==> src/page_table_walk_va_to_pa_macros.svh <==
// Assertion macros for the table walker.
// PTW_ASSERT_SAME: the consequent holds in the cycle of the antecedent.
// PTW_ASSERT_NEXT: the consequent holds in the cycle after the antecedent.
`ifndef PAGE_TABLE_WALK_VA_TO_PA_MACROS_SVH
`define PAGE_TABLE_WALK_VA_TO_PA_MACROS_SVH
`ifndef NO_ASSERTIONS
`define PTW_ASSERT_SAME(label, clk, rst, ante, cons) \
  label: assert property (@(posedge clk) disable iff (rst) (ante) |-> (cons)) \
    else $error("table walker check failed");
`define PTW_ASSERT_NEXT(label, clk, rst, ante, cons) \
  label: assert property (@(posedge clk) disable iff (rst) (ante) |=> (cons)) \
    else $error("table walker check failed");
`else
`define PTW_ASSERT_SAME(label, clk, rst, ante, cons)
`define PTW_ASSERT_NEXT(label, clk, rst, ante, cons)
`endif
`endif

==> src/ptw_pkg.sv <==
`default_nettype none
package ptw_pkg;

  localparam int PHYS_ADDR_BITS = 48;
  localparam int ADDR_W         = 48;
  localparam int VA_W           = 64;
  localparam int DESC_W         = 64;
  localparam int IDX_W          = 13;   // widest per-level index (64K granule)

  // result kinds
  localparam logic [1:0] KIND_READ  = 2'd0;
  localparam logic [1:0] KIND_DONE  = 2'd1;
  localparam logic [1:0] KIND_FAULT = 2'd2;

  // operations
  localparam logic OP_START = 1'b0;
  localparam logic OP_REPLY = 1'b1;

  // granule codes
  localparam logic [1:0] GRAN_4K  = 2'd0;
  localparam logic [1:0] GRAN_16K = 2'd1;
  localparam logic [1:0] GRAN_64K = 2'd2;

  // descriptor types
  localparam logic [1:0] DESC_TABLE = 2'd3;
  localparam logic [1:0] DESC_BLOCK = 2'd1;

  // register indexes (word address paddr[3:2])
  localparam logic [1:0] REG_GRANULE = 2'd0;
  localparam logic [1:0] REG_LEVELS  = 2'd1;
  localparam logic [1:0] REG_VA_BITS = 2'd2;

  localparam logic [1:0] RST_GRANULE = GRAN_4K;
  localparam logic [2:0] RST_LEVELS  = 3'd4;
  localparam logic [5:0] RST_VA_BITS = 6'd48;

  typedef struct packed {
    logic [1:0]        kind;
    logic [ADDR_W-1:0] read_address;
    logic [ADDR_W-1:0] phys_addr;
  } result_t;

  function automatic logic [4:0] page_shift(input logic [1:0] gran);
    logic [4:0] ps;
    case (gran)
      GRAN_16K: ps = 5'd14;
      GRAN_64K: ps = 5'd16;
      default:  ps = 5'd12;
    endcase
    return ps;
  endfunction

  // shift of the index slice for level lv: per * (4 - lv) + 3
  function automatic logic [5:0] index_shift(input logic [3:0] per, input logic [1:0] lv);
    logic [6:0] t;
    t = 7'(per) * 7'(3'd4 - {1'b0, lv}) + 7'd3;
    return 6'(t);
  endfunction

  // bits covered by a block at level lv: (3 - lv) * per
  function automatic logic [5:0] block_span(input logic [3:0] per, input logic [1:0] lv);
    logic [6:0] t;
    t = 7'(per) * 7'(2'd3 - lv);
    return 6'(t);
  endfunction

  // bits lo .. hi-1 set
  function automatic logic [63:0] bit_range64(input logic [5:0] lo, input logic [6:0] hi);
    logic [63:0] m;
    for (int i = 0; i < 64; i++) begin
      m[i] = (7'(i) >= {1'b0, lo}) && (7'(i) < hi);
    end
    return m;
  endfunction

endpackage
`default_nettype wire

==> src/page_table_walk_va_to_pa.sv <==
// Channel   Dir  Handshake          Payload
// s_*       in   tvalid/tready      tuser: operation; tdata: virt_addr, table_base, descriptor
// m_*       out  tvalid/tready      tuser: kind; tdata: read_address, phys_addr
// APB       in   psel/penable/pwrite  granule_select, table_levels, va_bits
//
// One beat per cycle sustained while m_* is not stalled; a beat passes through the
// input register and then the output register, which drives m_*.
// The walk state (busy, level, held address) advances as a beat leaves the
// input register, so replies may follow one another with no gap.
// Reset (rst, synchronous) empties both registers, idles the walker and loads
// the register defaults: 4K granule, four levels, 48-bit addresses.
// A stalled m_* holds its beat; s_tready drops only when the input register is
// full with a result-bearing beat and the output register cannot drain.
`default_nettype none
module page_table_walk_va_to_pa (
  input  wire logic         clk,
  input  wire logic         rst,
  // stream in
  input  wire logic         s_tvalid,
  output      logic         s_tready,
  input  wire logic [175:0] s_tdata,   // virt_addr[63:0], table_base[111:64], descriptor[175:112]
  input  wire logic [0:0]   s_tuser,   // operation[0]
  // stream out
  output      logic         m_tvalid,
  input  wire logic         m_tready,
  output      logic [95:0]  m_tdata,   // read_address[47:0], phys_addr[95:48]
  output      logic [1:0]   m_tuser,   // kind[1:0]
  // register port
  input  wire logic         psel,
  input  wire logic         penable,
  input  wire logic         pwrite,
  input  wire logic [3:0]   paddr,
  input  wire logic [31:0]  pwdata,
  output      logic [31:0]  prdata,
  output      logic         pready
);

  `include "page_table_walk_va_to_pa_macros.svh"

  // ---------------------------------------------------------------------------
  // Configuration registers, stored raw and saturated where used
  // ---------------------------------------------------------------------------
  logic [1:0] granule_select;
  logic [2:0] table_levels;
  logic [5:0] va_bits;
  logic       cfg_write;

  assign pready    = 1'b1;
  assign cfg_write = psel && penable && pwrite && pready;

  always_ff @(posedge clk) begin
    if (rst) begin
      granule_select <= ptw_pkg::RST_GRANULE;
      table_levels   <= ptw_pkg::RST_LEVELS;
      va_bits        <= ptw_pkg::RST_VA_BITS;
    end else if (cfg_write) begin
      unique case (paddr[3:2])
        ptw_pkg::REG_GRANULE: granule_select <= pwdata[1:0];
        ptw_pkg::REG_LEVELS:  table_levels   <= pwdata[2:0];
        ptw_pkg::REG_VA_BITS: va_bits        <= pwdata[5:0];
        default: ;
      endcase
    end
  end

  always_comb begin
    unique case (paddr[3:2])
      ptw_pkg::REG_GRANULE: prdata = {30'd0, granule_select};
      ptw_pkg::REG_LEVELS:  prdata = {29'd0, table_levels};
      ptw_pkg::REG_VA_BITS: prdata = {26'd0, va_bits};
      default:              prdata = 32'd0;
    endcase
  end

  // ---------------------------------------------------------------------------
  // Input register
  // ---------------------------------------------------------------------------
  logic                            in_valid;
  logic                            in_op;
  logic [ptw_pkg::VA_W-1:0]        in_va;
  logic [ptw_pkg::ADDR_W-1:0]      in_base;
  logic [ptw_pkg::DESC_W-1:0]      in_desc;
  logic                            in_advance;
  logic                            in_load;

  // ---------------------------------------------------------------------------
  // Walk state
  // ---------------------------------------------------------------------------
  logic                            walk_busy;
  logic                            walk_busy_next;
  logic [1:0]                      current_level;
  logic [1:0]                      current_level_next;
  logic [ptw_pkg::VA_W-1:0]        held_virt_addr;

  // ---------------------------------------------------------------------------
  // Output register
  // ---------------------------------------------------------------------------
  logic                            out_valid;
  ptw_pkg::result_t                out_res;
  ptw_pkg::result_t                res;
  logic                            has_result;
  logic                            out_free;

  assign out_free   = !out_valid || m_tready;
  assign in_advance = in_valid && (!has_result || out_free);
  assign s_tready   = !in_valid || in_advance;
  assign in_load    = s_tvalid && s_tready;

  always_ff @(posedge clk) begin
    if (rst) begin
      in_valid <= 1'b0;
    end else if (in_load) begin
      in_valid <= 1'b1;
    end else if (in_advance) begin
      in_valid <= 1'b0;
    end
  end

  always_ff @(posedge clk) begin
    if (in_load) begin
      in_op   <= s_tuser[0];
      in_va   <= s_tdata[63:0];
      in_base <= s_tdata[111:64];
      in_desc <= s_tdata[175:112];
    end
  end

  // ---------------------------------------------------------------------------
  // Translation step
  // ---------------------------------------------------------------------------
  logic [4:0]                 ps;
  logic [3:0]                 per;
  logic [2:0]                 lvl_count;
  logic [5:0]                 va_w;
  logic [63:0]                floor_mask;
  logic                       is_start;
  logic [ptw_pkg::VA_W-1:0]   va_use;
  logic [1:0]                 read_level;
  logic [ptw_pkg::ADDR_W-1:0] read_base;
  logic [5:0]                 idx_shift;
  logic [ptw_pkg::IDX_W-1:0]  idx;
  logic [ptw_pkg::ADDR_W-1:0] entry_addr;
  logic [1:0]                 desc_type;
  logic [ptw_pkg::ADDR_W-1:0] table_pa;
  logic [5:0]                 span;
  logic [5:0]                 block_lo;
  logic [63:0]                final_pa;
  logic [63:0]                page_off;

  always_comb begin
    ps  = ptw_pkg::page_shift(granule_select);
    per = 4'(ps - 5'd3);

    // saturate level count to 1..4 and address width to 25..52
    if (table_levels < 3'd1)      lvl_count = 3'd1;
    else if (table_levels > 3'd4) lvl_count = 3'd4;
    else                          lvl_count = table_levels;
    if (va_bits < 6'd25)          va_w = 6'd25;
    else if (va_bits > 6'd52)     va_w = 6'd52;
    else                          va_w = va_bits;
    floor_mask = ptw_pkg::bit_range64(va_w, 7'd64);

    is_start  = (in_op == ptw_pkg::OP_START);
    va_use    = is_start ? in_va : held_virt_addr;
    desc_type = in_desc[1:0];
    page_off  = va_use & ptw_pkg::bit_range64(6'd0, 7'(ps));

    // table pointer or page frame: bits ps .. top of physical space
    table_pa = in_desc[ptw_pkg::ADDR_W-1:0]
             & ptw_pkg::ADDR_W'(ptw_pkg::bit_range64(6'(ps), 7'(ptw_pkg::PHYS_ADDR_BITS)));

    // block: frame bits from the descriptor, the rest from the address
    span     = ptw_pkg::block_span(per, current_level);
    block_lo = span + 6'(ps);

    read_level         = 2'(3'd4 - lvl_count);
    read_base          = in_base;
    walk_busy_next     = walk_busy;
    current_level_next = current_level;
    has_result         = 1'b1;
    final_pa           = 64'd0;
    res.kind           = ptw_pkg::KIND_FAULT;
    res.read_address   = '0;
    res.phys_addr      = '0;

    if (is_start) begin
      if ((va_use & floor_mask) != floor_mask) begin
        walk_busy_next = 1'b0;
      end else begin
        walk_busy_next     = 1'b1;
        current_level_next = read_level;
        res.kind           = ptw_pkg::KIND_READ;
      end
    end else if (!walk_busy) begin
      has_result = 1'b0;
    end else if (desc_type == ptw_pkg::DESC_TABLE) begin
      if (current_level == 2'd3) begin
        walk_busy_next = 1'b0;
        final_pa       = {16'd0, table_pa};
        res.kind       = (final_pa == 64'd0) ? ptw_pkg::KIND_FAULT : ptw_pkg::KIND_DONE;
      end else begin
        read_level         = current_level + 2'd1;
        read_base          = table_pa;
        current_level_next = read_level;
        res.kind           = ptw_pkg::KIND_READ;
      end
    end else if (desc_type == ptw_pkg::DESC_BLOCK && current_level != 2'd3) begin
      walk_busy_next = 1'b0;
      final_pa = ({16'd0, in_desc[ptw_pkg::ADDR_W-1:0]}
                  & ptw_pkg::bit_range64(block_lo, 7'(ptw_pkg::PHYS_ADDR_BITS)))
               | (va_use & ptw_pkg::bit_range64(6'(ps), 7'(block_lo)));
      res.kind = (final_pa == 64'd0) ? ptw_pkg::KIND_FAULT : ptw_pkg::KIND_DONE;
    end else begin
      walk_busy_next = 1'b0;
    end

    // descriptor address for the level asked next
    idx_shift  = ptw_pkg::index_shift(per, read_level);
    idx        = ptw_pkg::IDX_W'(va_use >> idx_shift) & ~({ptw_pkg::IDX_W{1'b1}} << per);
    entry_addr = read_base + ptw_pkg::ADDR_W'({idx, 3'b000});

    if (res.kind == ptw_pkg::KIND_READ) begin
      res.read_address = entry_addr;
    end
    if (res.kind == ptw_pkg::KIND_DONE) begin
      res.phys_addr = ptw_pkg::ADDR_W'(final_pa | page_off);
    end
  end

  // advance the walk as each beat leaves the input register
  always_ff @(posedge clk) begin
    if (rst) begin
      walk_busy     <= 1'b0;
      current_level <= 2'd0;
    end else if (in_advance) begin
      walk_busy     <= walk_busy_next;
      current_level <= current_level_next;
    end
  end

  always_ff @(posedge clk) begin
    if (rst) begin
      held_virt_addr <= '0;
    end else if (in_advance && is_start) begin
      held_virt_addr <= in_va;
    end
  end

  // output register: load a result, drop it once taken
  always_ff @(posedge clk) begin
    if (rst) begin
      out_valid <= 1'b0;
    end else if (in_advance && has_result) begin
      out_valid <= 1'b1;
    end else if (m_tready) begin
      out_valid <= 1'b0;
    end
  end

  always_ff @(posedge clk) begin
    if (in_advance && has_result) begin
      out_res <= res;
    end
  end

  assign m_tvalid = out_valid;
  assign m_tuser  = out_res.kind;
  assign m_tdata  = {out_res.phys_addr, out_res.read_address};

  // ---------------------------------------------------------------------------
  // Checks
  // ---------------------------------------------------------------------------
  `PTW_ASSERT_SAME(a_rd_only_on_read, clk, rst,
    m_tvalid && m_tuser != ptw_pkg::KIND_READ, m_tdata[47:0] == 48'd0)
  `PTW_ASSERT_SAME(a_pa_only_on_done, clk, rst,
    m_tvalid && m_tuser != ptw_pkg::KIND_DONE, m_tdata[95:48] == 48'd0)
  `PTW_ASSERT_NEXT(a_idle_after_end, clk, rst,
    in_advance && has_result && res.kind != ptw_pkg::KIND_READ, !walk_busy)
  `PTW_ASSERT_SAME(a_stall_cause, clk, rst,
    !s_tready, in_valid && out_valid && !m_tready)

endmodule
`default_nettype wire

==> config.mk <==
export PLATFORM = sky130hd
export DESIGN_NAME = page_table_walk_va_to_pa
export DESIGN_NICKNAME = d
export VERILOG_FILES = /design/src/ptw_pkg.sv /design/src/page_table_walk_va_to_pa.sv
export VERILOG_INCLUDE_DIRS = /design/src /design/src/src
export SDC_FILE = /design/constraint.sdc
export NUM_CORES = 1
export LEC_CHECK = 0
export ABC_AREA = 1
export BUFFER_PORTS_ARGS = -buffer_cell sky130_fd_sc_hd__buf_4
export CORE_MARGIN = 4
export CORE_UTILIZATION = 50
export DETAILED_ROUTE_END_ITERATION = 12
export PLACE_DENSITY = 0.74
export RECOVER_POWER = 100
export SETUP_SLACK_MARGIN = 0.3
export SLEW_MARGIN = 5
export SYNTH_ARGS = -nofsm -noshare
export SYNTH_HDL_FRONTEND = slang
export SYNTH_SLANG_ARGS = --single-unit
==> constraint.sdc <==
create_clock -name clk -period 8.05 [get_ports clk]
set_input_delay 0.805 -clock clk [delete_from_list [all_inputs] [get_ports clk]]
set_output_delay 0.805 -clock clk [all_outputs]
set_load 0.03 [all_outputs]
# ---- Word-level counts from Yosys, hierarchy flattened
# Index checks and enable logic that the tools add are counted.
dict set report op_classes {
  n_shift 2
  reduce_logical 54
  bitwise 10
  muxes 44
  n_mul 2
  order_cmp 240
  n_eq_ne 14
  add_sub_neg 8
}
# op n
set ops {}
lappend ops {{48-bit 2-to-1 mux} 9}
lappend ops {{6-bit greater-or-equal comparator, first input constant} 47}
lappend ops {{5-bit by 6-bit greater-or-equal comparator with 1-bit output, first input constant} 32}
lappend ops {{6-bit less-than comparator, first input constant} 31}
lappend ops {{48-bit AND} 2}
lappend ops {{4-bit by 6-bit greater-or-equal comparator with 1-bit output, first input constant} 16}
lappend ops {{5-bit by 6-bit less-than comparator with 1-bit output, first input constant} 16}
lappend ops {{5-bit greater-or-equal comparator, first input constant} 15}
lappend ops {{5-bit less-than comparator, first input constant} 15}
lappend ops {{64-bit by 63-bit AND with 64-bit output} 1}
lappend ops {{64-bit AND} 1}
lappend ops {{64-bit zero test} 1}
lappend ops {{64-bit 2-to-1 mux} 1}
lappend ops {{64-bit inequality test} 1}
lappend ops {{48-bit by 64-bit OR with 64-bit output} 1}
lappend ops {{64-bit by 6-bit >> shifter with 13-bit output} 1}
lappend ops {{48-bit by 16-bit adder with 48-bit output} 1}
lappend ops {{48-bit by 31-bit AND with 48-bit output} 1}
lappend ops {{3-bit by 6-bit greater-or-equal comparator with 1-bit output, first input constant} 8}
lappend ops {{48-bit zero test} 1}
lappend ops {{4-bit by 6-bit less-than comparator with 1-bit output, first input constant} 8}
lappend ops {{48-bit OR} 1}
lappend ops {{4-bit by 5-bit greater-or-equal comparator with 1-bit output, first input constant} 8}
lappend ops {{4-bit by 5-bit less-than comparator with 1-bit output, first input constant} 8}
lappend ops {{other kinds (44)} 148}
dict set report totals {
  elab_cells 389
  output_inout_bits 133
  regBits 339
  inputBits 220
}

# ---- Depth between registers and ports, before layout
dict set report depth {
  word_depth 16
  depth_mapped 39
  mapped_depth_nobuf 37
}

# ---- Least setup slack after synthesis
# No wires, ideal clock.
dict set report synth_path {
  path_type {reg-to-reg}
  from {register current_level[1]}
  to {register out_res, in the netlist m_tdata[47] (data pin)}
  path_buffers 3
  path_stages_with_launch 35
  arrival_ps 5596
  t_required_ps 7782
  setup_slack_ps 2186
  period_less_slack_ps 5864
  setup_ps 268
  path_cell_list {dfxtp_1 -> ha_1 -> nor3_4 -> nand2_1 -> nand2_2 -> buf_2 -> buf_2 -> ha_1 -> nand2_1 -> inv_1 -> ha_1 -> ha_1 -> ha_1 -> nand2_1 -> o21ai_2 -> xor2_2 -> clkbuf_1 -> nand3_1 -> nand3_1 -> nand3_1 -> nand2_1 -> inv_1 -> ha_1 -> fa_1 -> nand2_1 -> inv_1 -> o21ai_0 -> and2_1 -> o21bai_1 -> a21oi_1 -> nor2_2 -> nand3_2 -> nor2_1 -> nand3_1 -> a21oi_1}
}
dict set report synth_via {
  elab_chain_cells 14
  elab_cells_between_ends 174
  classes_between {add/sub: 6; mul: 2; order compare: 111; eq/ne: 2; shift: 1; mux: 14; bitwise: 4; reduce/logical: 34}
}
# element line_no
set synth_rtl {}
lappend synth_rtl {{from (decl)} page_table_walk_va_to_pa.sv:91} ;# logic [1:0] current_level;
lappend synth_rtl {{from (signal assigned)} page_table_walk_va_to_pa.sv:237} ;# current_level <= current_level_next;
lappend synth_rtl {{branches (longest 14 deep; another with 48-bit by 16-bit adder with 48-bit output)} n/a}
lappend synth_rtl {{to (signal assigned)} page_table_walk_va_to_pa.sv:262} ;# out_res <= res;
lappend synth_rtl {{to (decl)} page_table_walk_va_to_pa.sv:99} ;# ptw_pkg::result_t out_res;
# Parallel ways; which one is timed is not known.
# A chain may end at the register's enable or synchronous reset.

# ---- Final worst setup path
dict set report layout_path {
  from {register in_op}
  to {register out_res, in the netlist m_tdata[44] (data pin)}
}
dict set report layout_via {
  elab_chain_cells 10
  elab_cells_between_ends 21
  classes_between {add/sub: 3; mul: 1; eq/ne: 1; shift: 1; mux: 9; bitwise: 4; reduce/logical: 2}
}
# element line_no
set layout_rtl {}
lappend layout_rtl {{from (decl)} page_table_walk_va_to_pa.sv:79} ;# logic in_op;
lappend layout_rtl {{from (signal assigned)} page_table_walk_va_to_pa.sv:121} ;# in_op <= s_tuser[0];
lappend layout_rtl {{branches (longest 10 deep; another with 48-bit by 16-bit adder with 48-bit output)} n/a}
# Parallel ways; which one is timed is not known.

==> summary.md <==
| Metric | Value |
|---|---|
| Post-detailed-routing wire length | `81,500 µm` |
| Unique masters post-synth | `57` |
| Input/output buffers | `281` |
| Die height | `215 µm` |
| Relative slew slack | `-130%` |
| Length of the first detailed-routing pass in iterations | `6` |
| Via count of the first global-routing pass | `19,757` |
| Setup Fix Bufs, Post-CTS | `0` |
| DRC violation count after routing | `0` |
| Cell count after synthesis | `2,923` |
| Setup repair after global routing missed its margin | `no` |
| Async set-or-reset flop fraction in the synthesized netlist | `0%` |
| Synth top cells by count | `915 x sky130_fd_sc_hd__nand2_1, 295 x sky130_fd_sc_hd__inv_1, 277 x sky130_fd_sc_hd__o21ai_0, 259 x sky130_fd_sc_hd__edfxtp_1, 244 x sky130_fd_sc_hd__nor2_1` |
| FF-to-FF Start | `in_op` |
| Placer's final routability congestion estimate | `1.05` |
| Number of antenna violations at the first check in global routing | `1` |
| Number of buffers created by CTS | `36` |
| Total number of vias | `21,382` |
| Violated checks | `capacitance limit, slew limit` |
| Total gr overflow | `0` |
| Register clock-pin slew on the reported worst setup and hold paths | `0.06 ns` |
| Post-synthesis instance area | `about 0.021 mm²` |
| Clock Sink Count | `339` |
| Overall power of the completed layout | `4.64 mW` |
| Crit path arrival time | `7.57 ns` |
| Syn-to-layout area delta | `13.9%` |
| CTS tree | `yes` |
| Number of placed cells counting well taps | `3,644` |
| Worst setup EP type | `flop` |
| # diodes | `0` |
| Worst-path fanout max | `59` |
| Chip Width | `215 µm` |
| Final hold slack | `0.441 ns` |
| Aggregate negative setup slack | `0 ns` |
| Flops & latches, synth | `about 340` |
| Critical path origin | `in_op` |
| Max frequency | `136 MHz` |
| Total track usage | `34.1%` |
| Routed len/inst | `22.0 µm` |
| Share of the yosys chip area belonging to registers | `between 40% and 50%` |
| Root buffer cell | `sky130_fd_sc_hd__clkbuf_16` |
| Detail-routed via count per cell | `5.77` |
| Worst-case register-to-register setup slack | `0.72 ns` |
| Crit path time final | `~7.3 ns` |
| Area fraction of the dominant cell type after synthesis | `36.3%` |
| Initial standard-cell utilization of the core | `50.8%` |
| R2R depth | `26` |
| Total power density per cell area | `between 150 and 200 mW/mm²` |
| Global-route wire length before repair | `121,000 µm` |
| Path type of the worst min-delay path | `input port to flop` |
| Setup skew after layout | `0.0227 ns` |
| Synth Flop Type | `sky130_fd_sc_hd__edfxtp_1` |
| Library cell with the highest instance count after synthesis | `sky130_fd_sc_hd__nand2_1` |
| Largest net degree at the start of global routing | `88` |
| Crit path launch type | `flop` |
| Non-filler cells, final | `3,706` |
| Starting DRT DRC Count | `approximately 2,800` |
| Final period utilization | `between 90% and 100%` |
| Leakage power | `10.6 nW` |
| Total I/O pin count | `353` |
| Routed Antenna Nets | `0` |
| Max Transition Viols Final | `425` |
| Count of final setup violators | `0` |
| Count of maximum capacitance violations | `6` |
| Detailed placer's ending HPWL | `63,100 µm` |
| Cell taking the most area after synthesis | `sky130_fd_sc_hd__edfxtp_1` |
| YS warnings | `0` |
| Share of layout cells above drive strength 1 | `10.1%` |
| Termination of the worst setup path | `m_tdata[44]` |
| Critical path start-end classification | `flop to flop` |
| Number of synthesized flops with an enable pin | `259` |
| Cell types with the largest area share after synthesis | `sky130_fd_sc_hd__edfxtp_1 36%, sky130_fd_sc_hd__nand2_1 16%, sky130_fd_sc_hd__dfxtp_1 7.5%, sky130_fd_sc_hd__o21ai_0 6.5%, sky130_fd_sc_hd__inv_1 5.2%` |
| Final Hold Vio Count | `0` |
| Maximum clock path buffer count | `3` |
| Total number of nets in the final design | `3,405` |
| Worst path required time | `8.29 ns` |
| Hold-fix buffers at CTS | `0` |
| H-tree Lvls | `2` |
| Insertion delay of the later-clocked pin in the worst-skew pair | `around 0.56 ns` |
| Status | `finished, violations left` |
| Placeable core region | `approximately 0.042 mm²` |
| Worst IR Drop VDD | `0.194 mV` |
| Average size of a mapped cell | `7.33 µm²` |
| Placement Rows | `75` |
| Actual slew at the worst max-slew pin | `3.45 ns` |
| Total die area | `0.0462 mm²` |
| Destination of the worst register-to-register timing path | `m_tdata[44]` |
[worst max-delay path, stage by stage (launching register included)]
cell	delay [ns]
sky130_fd_sc_hd__edfxtp_1	0.44
sky130_fd_sc_hd__buf_4	0.50
sky130_fd_sc_hd__clkbuf_1	1.46
sky130_fd_sc_hd__o21ai_0	0.72
sky130_fd_sc_hd__o21ai_0	0.78
sky130_fd_sc_hd__nand2_1	0.10
sky130_fd_sc_hd__nand2_1	0.19
sky130_fd_sc_hd__nand2_1	0.08
sky130_fd_sc_hd__nand2_1	0.09
sky130_fd_sc_hd__nand2_1	0.08
sky130_fd_sc_hd__nand3_1	0.10
sky130_fd_sc_hd__a21oi_1	0.06
sky130_fd_sc_hd__nor2_1	0.30
sky130_fd_sc_hd__ha_1	0.25
sky130_fd_sc_hd__nand2_1	0.11
sky130_fd_sc_hd__nor2_1	0.15
sky130_fd_sc_hd__nand4_1	0.09
sky130_fd_sc_hd__o211ai_1	0.32
sky130_fd_sc_hd__nand2_1	0.18
sky130_fd_sc_hd__inv_2	0.13
sky130_fd_sc_hd__nand2_1	0.10
sky130_fd_sc_hd__nor2_2	0.26
sky130_fd_sc_hd__inv_2	0.11
sky130_fd_sc_hd__nor2_4	0.18
sky130_fd_sc_hd__nand3_1	0.09
sky130_fd_sc_hd__nand2_1	0.08
sky130_fd_sc_hd__a21oi_1	0.06
[metal layers]
layer  routed length (µm)  GRT usage [%]
met5                    0              0
met4                 3350           12.3
met3                 8430           5.95
met2                35300           51.9
met1                34400           49.1
[flip-flops by register name, indices dropped and copies added (netlist names), 3 cells and up]
name	flops
held_virt_addr	64
in_base	48
in_desc	48
in_va	64
m_tdata	96
table_levels	3
va_bits	6
[power by group]
part	total, mW	switching (mW)	internal (mW)
sequential	2.01	0.0442	1.97
clock	1.63	0.696	0.933
combinational	1.00	0.709	0.294
total	4.64	1.45	3.19
[layout make-up]
cell class	count	area (µm²)
clock buffers	46	948
well taps	539	674
flip-flops and latches	339	9380
clock inverters	16	175
fillers	3981	17700
multi-input cells	2132	10100
inverters	311	1180
repair buffers	323	1990
[cell usage in the layout, fill, tap and decap left out, drive strengths merged, types with 4 or more instances in the layout]
cell type	count
o211ai	18
dfxtp	80
a21o	4
a31oi	6
o2111ai	5
o221ai	4
a21oi	160
fa	6
nand3b	4
conb	27
nor2	257
buf	51
o21a	4
clkinv	12
nand2	923
nand4	34
nand3	217
a22oi	16
a22o	4
o21bai	4
xnor2	4
o21ai	323
or2	16
nor3	26
edfxtp	259
clkbuf	318
nor4	5
ha	36
xor2	10
clkinvlp	4
inv	308
[logic make-up (layout without fill, tap and decap cells)]
group	Yosys count	in the layout	synth area share, %
adder cells (fa/ha/maj)	42	42	2.66
flip-flops	339	339	43.8
multiplexers	1	1	0.0467
buffers and inverters	477	696	9.62
AND/OR/NAND/NOR	1487	1487	28.8
other	2	27	0.0351
AO/OA/AOI/OAI	561	561	14.4
XOR/XNOR	14	14	0.608
[metrics by stage]
stage                     area [µm²]  utilization [%]  setup WS [ns]
final                          24400             57.9          0.715
after global routing           24400             57.9          0.225
after CTS                      24900             59.0          0.814
after detailed placement       23800             56.4          0.863
after global placement         23800             56.4           1.04
after floorplan                21500                -           2.19
[worst min-delay path by stage]
stage | end | cells after the start | from | slack (ns)
after floorplan | held_virt_addr[11] | 2 | held_virt_addr[11] | 0.42
after global placement | held_virt_addr[8] | 2 | held_virt_addr[8] | 0.43
after detailed placement | held_virt_addr[6] | 2 | held_virt_addr[6] | 0.44
after CTS | in_desc[10] | 1 | s_tdata[122] | 0.40
after global routing | in_va[52] | 1 | s_tdata[52] | 0.43
final | in_va[62] | 1 | s_tdata[62] | 0.44
[what timing repair did]
item                                    4_1_cts  5_1_grt
endpoints found under the setup margin        0        7
gates resized for setup                       0        4
endpoints found under the hold margin         0        0
Power figures use the tool's default switching activity.
